[src/bsb_pkg.sv]
// ----------------------------------------------------------------------------
// bsb_pkg
// Shared types and constants for the bounded-staleness barrier unit.
// ----------------------------------------------------------------------------
`default_nettype none

package bsb_pkg;

  localparam int WIDX_W   = 4;
  localparam int ACT_W    = 5;
  localparam int MINR_W   = 5;
  localparam int STALE_W  = 8;
  localparam int PHASE_W  = 16;
  localparam int STEP_W   = 4;
  localparam int SET_W    = 16;
  localparam int OCNT_W   = 5;
  localparam int CFG_IDX_W = 2;
  localparam int CFG_DATA_W = 16;
  localparam int IN_DATA_W  = 8;
  localparam int OUT_DATA_W = 24;

  localparam logic [ACT_W-1:0]   ACTIVE_RST   = 5'd16;
  localparam logic [MINR_W-1:0]  MIN_READY_RST = 5'd1;
  localparam logic [STALE_W-1:0] LIMIT_RST    = 8'd4;
  localparam logic [PHASE_W-1:0] INTERVAL_RST = 16'd0;
  localparam logic [STALE_W-1:0] STALE_MAX    = 8'hFF;

  typedef enum logic [CFG_IDX_W-1:0] {
    CFG_ACTIVE   = 2'd0,
    CFG_MIN_RDY  = 2'd1,
    CFG_LIMIT    = 2'd2,
    CFG_INTERVAL = 2'd3
  } cfg_reg_t;

  typedef enum logic [2:0] {
    ST_IDLE,
    ST_DIV,
    ST_SCAN,
    ST_UPDATE,
    ST_EMIT
  } state_t;

  // Per-lane command from the sequencer to the staleness store.
  typedef struct packed {
    logic upd;
    logic in_set;
  } lane_ctl_t;

endpackage

`default_nettype wire

[src/bsb_remainder.sv]
// ----------------------------------------------------------------------------
// bsb_remainder
// Bit-serial restoring remainder: one quotient bit per cycle.
// ----------------------------------------------------------------------------
`default_nettype none

module bsb_remainder (
  input  wire logic                        clk,
  input  wire logic                        rst_n,
  input  wire logic                        start,
  input  wire logic [bsb_pkg::PHASE_W-1:0] dividend,
  input  wire logic [bsb_pkg::PHASE_W-1:0] divisor,
  output logic                             done,
  output logic [bsb_pkg::PHASE_W-1:0]      rem
);
  import bsb_pkg::*;

  logic                busy_r, busy_nxt;
  logic                done_r, done_nxt;
  logic [STEP_W-1:0]   step_r, step_nxt;
  logic [PHASE_W-1:0]  quo_r, quo_nxt;
  logic [PHASE_W-1:0]  rem_r, rem_nxt;
  logic [PHASE_W:0]    trial;
  logic [PHASE_W:0]    diff;

  always_comb begin
    trial    = {rem_r, quo_r[PHASE_W-1]};
    diff     = trial - {1'b0, divisor};
    busy_nxt = busy_r;
    done_nxt = 1'b0;
    step_nxt = step_r;
    quo_nxt  = quo_r;
    rem_nxt  = rem_r;
    if (start) begin
      busy_nxt = 1'b1;
      step_nxt = '0;
      quo_nxt  = dividend;
      rem_nxt  = '0;
    end else if (busy_r) begin
      // A clear top bit of the difference means the trial value covered the divisor.
      rem_nxt  = diff[PHASE_W] ? trial[PHASE_W-1:0] : diff[PHASE_W-1:0];
      quo_nxt  = {quo_r[PHASE_W-2:0], 1'b0};
      step_nxt = step_r + 1'b1;
      if (step_r == '1) begin
        busy_nxt = 1'b0;
        done_nxt = 1'b1;
      end
    end
  end

  always_ff @(posedge clk) begin
    if (!rst_n) begin
      busy_r <= 1'b0;
      done_r <= 1'b0;
      step_r <= '0;
    end else begin
      busy_r <= busy_nxt;
      done_r <= done_nxt;
      step_r <= step_nxt;
    end
    quo_r <= quo_nxt;
    rem_r <= rem_nxt;
  end

  assign done = done_r;
  assign rem  = rem_r;

endmodule

`default_nettype wire

[src/bsb_stale_store.sv]
// ----------------------------------------------------------------------------
// bsb_stale_store
// Per-worker staleness counters with one shared compare and update path.
// ----------------------------------------------------------------------------
`default_nettype none

module bsb_stale_store #(
  parameter int MAX_WORKERS = 16,
  parameter int LI_W        = 4
) (
  input  wire logic                        clk,
  input  wire logic                        rst_n,
  input  wire logic [LI_W-1:0]             lane_idx,
  input  wire bsb_pkg::lane_ctl_t          lane_ctl,
  input  wire logic [bsb_pkg::STALE_W-1:0] limit,
  output logic                             stale_hit
);
  import bsb_pkg::*;

  logic [STALE_W-1:0] stale_r [MAX_WORKERS];
  logic [STALE_W-1:0] cur;
  logic [STALE_W-1:0] upd_val;

  always_comb begin
    cur       = stale_r[lane_idx];
    stale_hit = (cur >= limit);
    if (lane_ctl.in_set) begin
      upd_val = '0;
    end else if (cur == STALE_MAX) begin
      upd_val = cur;
    end else begin
      upd_val = cur + 1'b1;
    end
  end

  always_ff @(posedge clk) begin
    if (!rst_n) begin
      for (int i = 0; i < MAX_WORKERS; i++) begin
        stale_r[i] <= '0;
      end
    end else if (lane_ctl.upd) begin
      stale_r[lane_idx] <= upd_val;
    end
  end

endmodule

`default_nettype wire

[src/bounded_staleness_barrier_unit.sv]
// ----------------------------------------------------------------------------
// bounded_staleness_barrier_unit
// Partial barrier with bounded staleness and periodic full-sync rounds.
// ----------------------------------------------------------------------------
// An accepted event passes the remainder step and the staleness scan, plus
// the staleness update pass when it fires a round, before its word is output.
// No new event is taken until that result word has been loaded into the
// output register; the bit-serial remainder of the round counter and the
// one-lane-per-cycle staleness pass set the pace.
// Reset (rst_n low, synchronous): ready set, staleness counters and round
// counter clear; registers take their documented reset values.
`default_nettype none

module bounded_staleness_barrier_unit #(
  parameter int MAX_WORKERS = 16
) (
  input  wire logic                           clk,
  input  wire logic                           rst_n,
  // in_tdata: [3:0] worker_index, [7:4] zero
  input  wire logic                           in_tvalid,
  output logic                                in_tready,
  input  wire logic [bsb_pkg::IN_DATA_W-1:0]  in_tdata,
  // out_tdata: [0] fired, [16:1] ready_set, [21:17] ready_count,
  // [22] full_round, [23] zero
  output logic                                out_tvalid,
  input  wire logic                           out_tready,
  output logic [bsb_pkg::OUT_DATA_W-1:0]      out_tdata,
  input  wire logic                           cfg_wr_en,
  input  wire logic [bsb_pkg::CFG_IDX_W-1:0]  cfg_index,
  input  wire logic [bsb_pkg::CFG_DATA_W-1:0] cfg_wdata
);
  import bsb_pkg::*;

  localparam int LI_W = (MAX_WORKERS > 1) ? $clog2(MAX_WORKERS) : 1;
  localparam int NW   = $clog2(MAX_WORKERS + 1);
  localparam int AW   = (NW > ACT_W) ? NW : ACT_W;

  // Configuration registers.
  logic [ACT_W-1:0]   cfg_active_r;
  logic [MINR_W-1:0]  cfg_min_r;
  logic [STALE_W-1:0] cfg_limit_r;
  logic [PHASE_W-1:0] cfg_interval_r;

  state_t                 state_r, state_nxt;
  logic [MAX_WORKERS-1:0] ready_r, ready_nxt;
  logic [PHASE_W-1:0]     phase_r, phase_nxt;
  logic [LI_W-1:0]        lane_r, lane_nxt;
  logic [NW-1:0]          cnt_r, cnt_nxt;
  logic                   blk_r, blk_nxt;
  logic                   new_r, new_nxt;
  logic                   full_r, full_nxt;
  logic                   res_fired_r, res_fired_nxt;
  logic [SET_W-1:0]       res_set_r, res_set_nxt;
  logic                   out_valid_r, out_valid_nxt;
  logic [OUT_DATA_W-1:0]  out_data_r, out_data_nxt;

  logic [AW-1:0]          eff_ext;
  logic [NW-1:0]          eff_n;
  logic [MAX_WORKERS-1:0] act_mask;
  logic [WIDX_W-1:0]      in_widx;
  logic [LI_W-1:0]        in_lane;
  logic                   in_acc;
  logic                   lane_act;
  logic                   lane_in_set;
  logic                   last_lane;
  logic [NW-1:0]          cnt_fin;
  logic                   blk_fin;
  logic                   round_ok;
  logic                   rem_done;
  logic [PHASE_W-1:0]     rem_val;
  logic                   stale_hit;
  lane_ctl_t              lane_ctl;

  // Effective worker count and lane mask.
  always_comb begin
    if (AW'(cfg_active_r) > AW'(MAX_WORKERS)) begin
      eff_ext = AW'(MAX_WORKERS);
    end else begin
      eff_ext = AW'(cfg_active_r);
    end
    eff_n = NW'(eff_ext);
    for (int i = 0; i < MAX_WORKERS; i++) begin
      act_mask[i] = (AW'(i) < eff_ext);
    end
  end

  assign in_widx     = in_tdata[WIDX_W-1:0];
  assign in_lane     = LI_W'(in_widx);
  assign in_tready   = (state_r == ST_IDLE);
  assign in_acc      = in_tvalid && in_tready;
  assign lane_act    = (AW'(lane_r) < eff_ext);
  assign lane_in_set = ready_r[lane_r] & lane_act;
  assign last_lane   = (lane_r == LI_W'(MAX_WORKERS - 1));
  assign cnt_fin     = cnt_r + NW'(lane_in_set);
  assign blk_fin     = blk_r | (lane_act & ~lane_in_set & stale_hit);

  always_comb begin
    if (full_r) begin
      round_ok = (cnt_fin == eff_n);
    end else begin
      round_ok = (AW'(cnt_fin) >= AW'(cfg_min_r)) && !blk_fin;
    end
  end

  bsb_remainder u_rem (
    .clk      (clk),
    .rst_n    (rst_n),
    .start    (in_acc),
    .dividend (phase_r),
    .divisor  (cfg_interval_r),
    .done     (rem_done),
    .rem      (rem_val)
  );

  bsb_stale_store #(
    .MAX_WORKERS (MAX_WORKERS),
    .LI_W        (LI_W)
  ) u_stale (
    .clk       (clk),
    .rst_n     (rst_n),
    .lane_idx  (lane_r),
    .lane_ctl  (lane_ctl),
    .limit     (cfg_limit_r),
    .stale_hit (stale_hit)
  );

  always_comb begin
    state_nxt     = state_r;
    ready_nxt     = ready_r;
    phase_nxt     = phase_r;
    lane_nxt      = lane_r;
    cnt_nxt       = cnt_r;
    blk_nxt       = blk_r;
    new_nxt       = new_r;
    full_nxt      = full_r;
    res_fired_nxt = res_fired_r;
    res_set_nxt   = res_set_r;
    out_valid_nxt = out_valid_r && !out_tready;
    out_data_nxt  = out_data_r;
    lane_ctl.upd    = 1'b0;
    lane_ctl.in_set = lane_in_set;
    case (state_r)
      ST_IDLE: begin
        if (in_acc) begin
          // A new ready only counts from an active worker not yet in the set.
          new_nxt = (AW'(in_widx) < eff_ext) && !ready_r[in_lane];
          if (new_nxt) begin
            ready_nxt[in_lane] = 1'b1;
          end
          state_nxt = ST_DIV;
        end
      end
      ST_DIV: begin
        if (rem_done) begin
          full_nxt  = (cfg_interval_r != '0) && (rem_val == '0);
          lane_nxt  = '0;
          cnt_nxt   = '0;
          blk_nxt   = 1'b0;
          state_nxt = ST_SCAN;
        end
      end
      ST_SCAN: begin
        cnt_nxt = cnt_fin;
        blk_nxt = blk_fin;
        if (last_lane) begin
          res_fired_nxt = new_r && round_ok;
          res_set_nxt   = (new_r && round_ok) ? SET_W'(ready_r & act_mask) : '0;
          lane_nxt      = '0;
          state_nxt     = (new_r && round_ok) ? ST_UPDATE : ST_EMIT;
        end else begin
          lane_nxt = lane_r + 1'b1;
        end
      end
      ST_UPDATE: begin
        lane_ctl.upd = lane_act;
        if (last_lane) begin
          ready_nxt = '0;
          phase_nxt = phase_r + 1'b1;
          state_nxt = ST_EMIT;
        end else begin
          lane_nxt = lane_r + 1'b1;
        end
      end
      ST_EMIT: begin
        if (!out_valid_r || out_tready) begin
          out_valid_nxt = 1'b1;
          out_data_nxt  = {1'b0, full_r, OCNT_W'(cnt_r), res_set_r, res_fired_r};
          state_nxt     = ST_IDLE;
        end
      end
      default: begin
        state_nxt = ST_IDLE;
      end
    endcase
  end

  always_ff @(posedge clk) begin
    if (!rst_n) begin
      state_r     <= ST_IDLE;
      ready_r     <= '0;
      phase_r     <= '0;
      out_valid_r <= 1'b0;
    end else begin
      state_r     <= state_nxt;
      ready_r     <= ready_nxt;
      phase_r     <= phase_nxt;
      out_valid_r <= out_valid_nxt;
    end
    lane_r      <= lane_nxt;
    cnt_r       <= cnt_nxt;
    blk_r       <= blk_nxt;
    new_r       <= new_nxt;
    full_r      <= full_nxt;
    res_fired_r <= res_fired_nxt;
    res_set_r   <= res_set_nxt;
    out_data_r  <= out_data_nxt;
  end

  always_ff @(posedge clk) begin
    if (!rst_n) begin
      cfg_active_r   <= ACTIVE_RST;
      cfg_min_r      <= MIN_READY_RST;
      cfg_limit_r    <= LIMIT_RST;
      cfg_interval_r <= INTERVAL_RST;
    end else if (cfg_wr_en) begin
      case (cfg_reg_t'(cfg_index))
        CFG_ACTIVE:   cfg_active_r   <= cfg_wdata[ACT_W-1:0];
        CFG_MIN_RDY:  cfg_min_r      <= cfg_wdata[MINR_W-1:0];
        CFG_LIMIT:    cfg_limit_r    <= cfg_wdata[STALE_W-1:0];
        CFG_INTERVAL: cfg_interval_r <= cfg_wdata[PHASE_W-1:0];
        default: begin
        end
      endcase
    end
  end

  assign out_tvalid = out_valid_r;
  assign out_tdata  = out_data_r;

  // The round counter only moves at the end of a staleness update pass.
  a_phase_only_on_update: assert property (@(posedge clk) disable iff (!rst_n)
    (state_r != ST_UPDATE) |=> $stable(phase_r))
    else $error("round counter changed outside the update pass");

  // The remainder unit finishes only while the sequencer waits for it.
  a_rem_done_in_div: assert property (@(posedge clk) disable iff (!rst_n)
    rem_done |-> (state_r == ST_DIV))
    else $error("remainder result arrived outside the divide step");

  // An accepted event always starts the remainder step.
  a_accept_to_div: assert property (@(posedge clk) disable iff (!rst_n)
    in_acc |=> (state_r == ST_DIV))
    else $error("accepted event did not start the divide step");

  // A word that did not fire a round reports an empty ready set.
  a_no_fire_empty_set: assert property (@(posedge clk) disable iff (!rst_n)
    (out_valid_r && !out_data_r[0]) |-> (out_data_r[SET_W:1] == '0))
    else $error("ready set reported without a firing");

endmodule

`default_nettype wire
[config.mk]
export PLATFORM = sky130hd
export DESIGN_NAME = bounded_staleness_barrier_unit
export DESIGN_NICKNAME = d
export VERILOG_FILES = /design/src/bsb_pkg.sv /design/src/bsb_remainder.sv /design/src/bsb_stale_store.sv /design/src/bounded_staleness_barrier_unit.sv
export SDC_FILE = /design/constraint.sdc
export NUM_CORES = 1
export LEC_CHECK = 0
export ABC_CLOCK_PERIOD_IN_PS = 8800
export BUFFER_PORTS_ARGS = -buffer_cell sky130_fd_sc_hd__buf_2
export CAP_MARGIN = 20
export CORE_ASPECT_RATIO = 1.75
export CORE_UTILIZATION = 50
export DETAILED_ROUTE_END_ITERATION = 8
export GPL_TIMING_DRIVEN = 0
export MAX_ROUTING_LAYER = met4
export PLACE_DENSITY = 0.76
export SYNTH_ARGS = -nofsm -noshare
export SYNTH_HDL_FRONTEND = slang
export SYNTH_SLANG_ARGS = --single-unit
export TNS_END_PERCENT = 10
[constraint.sdc]
create_clock -name clk -period 8.8 [get_ports clk]
set_input_delay 0.44 -clock clk [delete_from_list [all_inputs] [get_ports clk]]
set_output_delay 0.44 -clock clk [all_outputs]
set_load 0.02 [all_outputs]
# == Yosys cells after proc, flatten, opt, wreduce, memory -nomap -nowiden ==
# Memory sizes are Yosys's and may differ from the RTL's. A register that Yosys moved wholly into a read port is not among the register bits.
# Index checks and enable logic that the tools add are counted.
# word_totals
word_cells,162
ram_bits,128
n_memories,1
register_bits,160
# mem_list
name,depth,word_bits,rd,rd_ports_with_merged_regs,write_ports,line_no,rtl
u_stale.stale_r,16,8,1,1,16,bsb_stale_store.sv:20,logic [STALE_W-1:0] stale_r [MAX_WORKERS];
# classes
n_mux,47
add_sub_neg,6
order_cmp,24
eq_ne,18
reduce_logical,36
bitwise_logic,9
# op_table
cell,n
$mux 16,6
$lt 4x5->1 const A,8
$pmux 16 s2,1
$mux 8,3
$lt 3x5->1 const A,4
$mux 4,5
$reduce_and 2->1,10
$mux 3,6
$mux 1,17
$sub 17x16->17,1
$add 16x1->16 const B,1
$and 16x16->16,1
$logic_not 16->1,1
$or 16x16->16,1
$reduce_bool 16->1,1
$pmux 3 s5,1
$pmux 4 s3,1
$lt 1x5->1 const A,2
$lt 2x5->1 const A,2
$lt 4x5->1,2
$lt 4x5->1 const B,2
$mux 5,2
$pmux 5 s2,1
$add 4x1->4 const B,2
35 further kinds,59

# == Longest topological paths before layout ==
# depth
ltp_word,15
depth_mapped,19

# == Cells and area by module ==
# A second synthesis with hierarchy kept.
# unflattened
hier_cells,1223
area_unflattened_um2,14151.1
# by_module_without_submodules
mod,seq_area_each_um2,n_inst,cells_per_inst,area_each_um2
bsb_stale_store,3843.7,1,445,6077.1
bounded_staleness_barrier_unit,2962.8,1,525,5622.9
bsb_remainder,920.9,1,253,2451.1

# == Least setup slack after synthesis ==
# No wires, ideal clock.
# synth_timing
path_type,register to register
start,register lane_r[1]
end,"register res_set_r[10], data pin"
arrival_ns,3.731
path_stages_with_launch,17
period_less_slack_ns,4.000
path_slack_ns,4.800
path_cell_list,edfxtp_1 > clkbuf_1 > mux4_2 > mux4_2 > and2_1 > ha_1 > ha_1 > xnor2_1 > inv_1 > ha_1 > a21oi_1 > nor2b_1 > o21ai_0 > nand2b_1 > a41oi_1 > clkbuf_1 > nor3_1
# synth_rtl
element,line_no,rtl
start: declaration,bounded_staleness_barrier_unit.sv:47,"logic [LI_W-1:0] lane_r, lane_nxt;"
start signal: assignment,bounded_staleness_barrier_unit.sv:209,lane_r <= lane_nxt;
$bmux 1 s4,bounded_staleness_barrier_unit.sv:92,assign lane_in_set = ready_r[lane_r] & lane_act;
$mux 1 (implied by the code),bounded_staleness_barrier_unit.sv:92,
$and 1x1->1 (*),bounded_staleness_barrier_unit.sv:92,
$add 5x1->5 (*),bounded_staleness_barrier_unit.sv:94,assign cnt_fin = cnt_r + NW'(lane_in_set);
via cnt_fin[2],bounded_staleness_barrier_unit.sv:66,logic [NW-1:0] cnt_fin;
$ge 5x5->1,bounded_staleness_barrier_unit.sv:101,round_ok = (AW'(cnt_fin) >= AW'(cfg_min_r)) && !blk_fin;
$logic_and 1x1->1,bounded_staleness_barrier_unit.sv:101,
$mux 1 (*),bounded_staleness_barrier_unit.sv:98,if (full_r) begin
$logic_and 1x1->1 (*),bounded_staleness_barrier_unit.sv:167,res_set_nxt = (new_r && round_ok) ? SET_W'(ready_r & act_mask) : '0;
end signal: assignment,bounded_staleness_barrier_unit.sv:215,res_set_r <= res_set_nxt;
end: declaration,bounded_staleness_barrier_unit.sv:53,"logic [SET_W-1:0] res_set_r, res_set_nxt;"
# Mark *: on every way through the listed nets, which the timed path passes. The rest lies on a longest branch. The select of a mux whose other input is x is not followed.
# A chain may end at the register's enable or synchronous reset.

# == Worst setup path in the final report ==
# Ends and elaborated chain as after synthesis.

==> reports/results.ini <==
[routing]
wl_per_cell_um=19.9
detail-route-antenna-nets=0
drc=0
dr.first_iter.drc_count=513
drt_first_pass_iters=5
wl_mm=34.5
vias=9965
drt-vias-per-instance=5.75

[placement]
dp_hpwl_mm=26.3
io_buffer_count=50
place_area_mm2=0.0149
place.gp.congestion=0.926

[layout]
layout.nets=1418
antenna_cells=0
area_growth_pct=11.3
postLayoutCellArea_mm2=0.0157
ff_latch_area_mm2=0.00781
fillCellCount=2300
drive_gt1_share_pct=12.4
multiInputGateArea_mm2=0.00581

[yosys]
syn-cell-area_mm2=0.0141
async_flop_share_pct=0
synth_edf_count=196
yosysSeqAreaShare_pct=55.2
yosys.area.top_type=edfxtp_1
yosys-top-cells-area=edfxtp_1 42%, dfxtp_1 14%, mux4_2 5.9%
yosysUniqueCellTypes=72
postSynthCellCount=1262
syn_nets=1338
synth_top_cell_area_share_pct=41.6
avgSynthCellArea_um2=11.2
ys.flop_type=edfxtp_1
synth-seq-cells=292
ys_warn_count=0

[clock_network]
ctsResizeCount=0
clock_tree.buffer_depth=3
clock-sinks=292
path_clk_slew_ps=70
root_buffer=clkbuf_16
insertion_delay_ps=540
htreeDepth=1
holdBufCountCts=0
cts_tree=done
cts_setup_buffers=0
cts_buffers=25

[floorplan]
initial_core_util_pct=50.7
die_area_mm2=0.0290
row_count=81
die_width_um=129
die_h_um=224
io_pins=57
core_area_mm2=0.0279

[timing]
relSlewSlack_pct=31.7
clock_skew_ps=14.9
whs_ps=157
finalCritPeriodShare_pct=55.8
worst_pin_slew_ps=1020
layout_min_cycle_time_ps=4910
fin_tns_setup_ps=0
max_freq_mhz=204
setup_viol=0
drv_slew=0
rsz0062_at_grt=false
hold_viol_final=0

[setup_path]
crit_type=register to register
crit_top_cell=ha_1
reg2reg_from=lane_r[1]$_DFFE_PP_
crit_path_start=lane_r[1]$_DFFE_PP_
worstPathCellList=clkbuf_1, mux4_2, mux4_2, and2_1, ha_1, ha_1, xnor2_1, inv_1, ha_1, a21oi_1, nor2b_1, o21ai_0, nand2b_1, a41oi_1, clkbuf_1, nor3_1
cp_slowest_cell=mux4_2
cp_max_fo=10
cp_slowest_stage_delay_ps=550
start_kind=register
cp.required_ps=9050
worstPathArrival_ps=5170
endpoint_kind=register

[power_and_ir_drop]
powerDensity_mw_per_mm2=205
p_leak_nw=5.74
power_mw=3.22
irDropWorstVdd_uv=180

[grt]
grt_start_max_net_pins=22
antenna_found_initial=0
grt_pass1_wl_mm=54.9
gr-total-overflow=0
grt_pass1_vias=10372
gr-usage-all-layers_pct=25.8

[hold_path]
hp-class=input port to register
hp-start=cfg_wdata[15]

[flow_run]
drv_cap=0

[run_status]
status=finished, final reports clean

==> per-layer routing <==
layer  routed length (um)  track usage, %  share of wire [%]
met1                11800            25.8                 34
met2                18800            46.8                 55
met3                 1410            2.55                4.1
met4                 2430            16.9                7.1
met5                    0               -                  0
==> registers in the layout, indices dropped and copies added, names as in the netlist, 5 cells and up, named ones only <==
signal	flops
cfg_min_r	5
phase_r	16
cfg_interval_r	16
cfg_limit_r	8
u_rem.rem	16
cfg_active_r	5
out_tdata	23
cnt_r	5
u_rem.quo_r	16
ready_r	16
res_set_r	16
u_stale.stale_r	128
==> worst paths after layout <==
kind / endpoint / slack [ps] / depth (start not counted)
worst max register to register: res_set_r[10]$_SDFFCE_PN0P_ / 3890 / 16
worst min-delay path: cfg_interval_r[15]$_SDFFE_PN0P_ / 160 / 3
worst max-delay path: res_set_r[10]$_SDFFCE_PN0P_ / 3890 / 16
worst min register to register: out_tdata[5]$_DFFE_PP_ / 410 / 0
==> worst max-delay path: cells and delay by family, from the launching register on <==
family / cells / cell delay (ps)
compound gates: 3 / 520
mux: 2 / 1070
xor+xnor: 1 / 380
fa+ha+maj: 3 / 760
simple gates: 4 / 520
buf+inv: 3 / 960
flops: 1 / 410
==> stage by stage <==
step	std cells	utilization [%]	setup WS [ps]
floorplan	1262	-	4800
global placement	1685	53.3	4050
detailed placement	1688	53.4	3960
CTS	1733	56.5	3930
global route	1733	56.5	3560
finish	1733	56.5	3890
==> report_power, final <==
| group | switching [mW] | leakage, nW | internal [mW] |
|---|---|---|---|
| Combinational | 0.299 | 2.67 | 0.224 |
| Clock | 0.489 | 0.431 | 0.654 |
| Sequential | 0.0407 | 2.64 | 1.51 |
| Total | 0.829 | 5.74 | 2.39 |
==> logic make-up (layout without fill, tap and decap cells) <==
family | Yosys count | count (layout) | share of synthesized area [%]
and+or+nand+nor | 494 | 494 | 16.0
DFF | 292 | 292 | 55.2
AOI/OAI and AO/OA | 185 | 185 | 8.88
buffers and inverters | 121 | 219 | 3.76
muxes | 85 | 85 | 9.57
adders and majority gates | 45 | 45 | 4.03
xor gates and xnor gates | 39 | 39 | 2.52
other | 1 | 1 | 0.0265
==> area by class of cell <==
class,instances,share of cell area [%]
clock buffer,33,4.49
inverter,47,1.12
timing repair buffer,53,1.80
clock inverter,12,0.874
buffer,74,2.26
tap,373,2.97
sequential,292,49.6
multi-input combinational,849,36.9
==> cells in the final DEF, fill, tap and decap left out, types with 12 or more instances in the layout <==
cell,netlist,final
ha_1,44,44
a21oi_1,40,40
nor2_1,174,173
nand2b_1,13,13
a22o_1,12,12
dfxtp_1,96,96
nor2b_1,23,23
clkbuf_1,51,55
nand3_1,49,49
nand2_1,145,145
mux4_2,37,37
clkbuf_16,0,26
xnor2_1,31,31
mux2i_1,41,41
buf_2,12,62
and2_1,21,21
edfxtp_1,196,196
inv_1,46,50
a21boi_0,26,26
o21ai_0,34,34
and3_1,13,13
==> Yosys cell counts (11+ instances only) <==
cell type    n
a21boi_0    26
a21o_1      11
a21oi_1     40
a22o_1      12
and2_1      21
and3_1      13
buf_2       12
clkbuf_1    51
dfxtp_1     96
edfxtp_1   196
ha_1        44
inv_1       46
mux2i_1     41
mux4_2      37
nand2_1    145
nand2b_1    13
nand3_1     49
nor2_1     174
nor2b_1     23
o21ai_0     34
xnor2_1     31
Power figures use the tool's default switching activity.
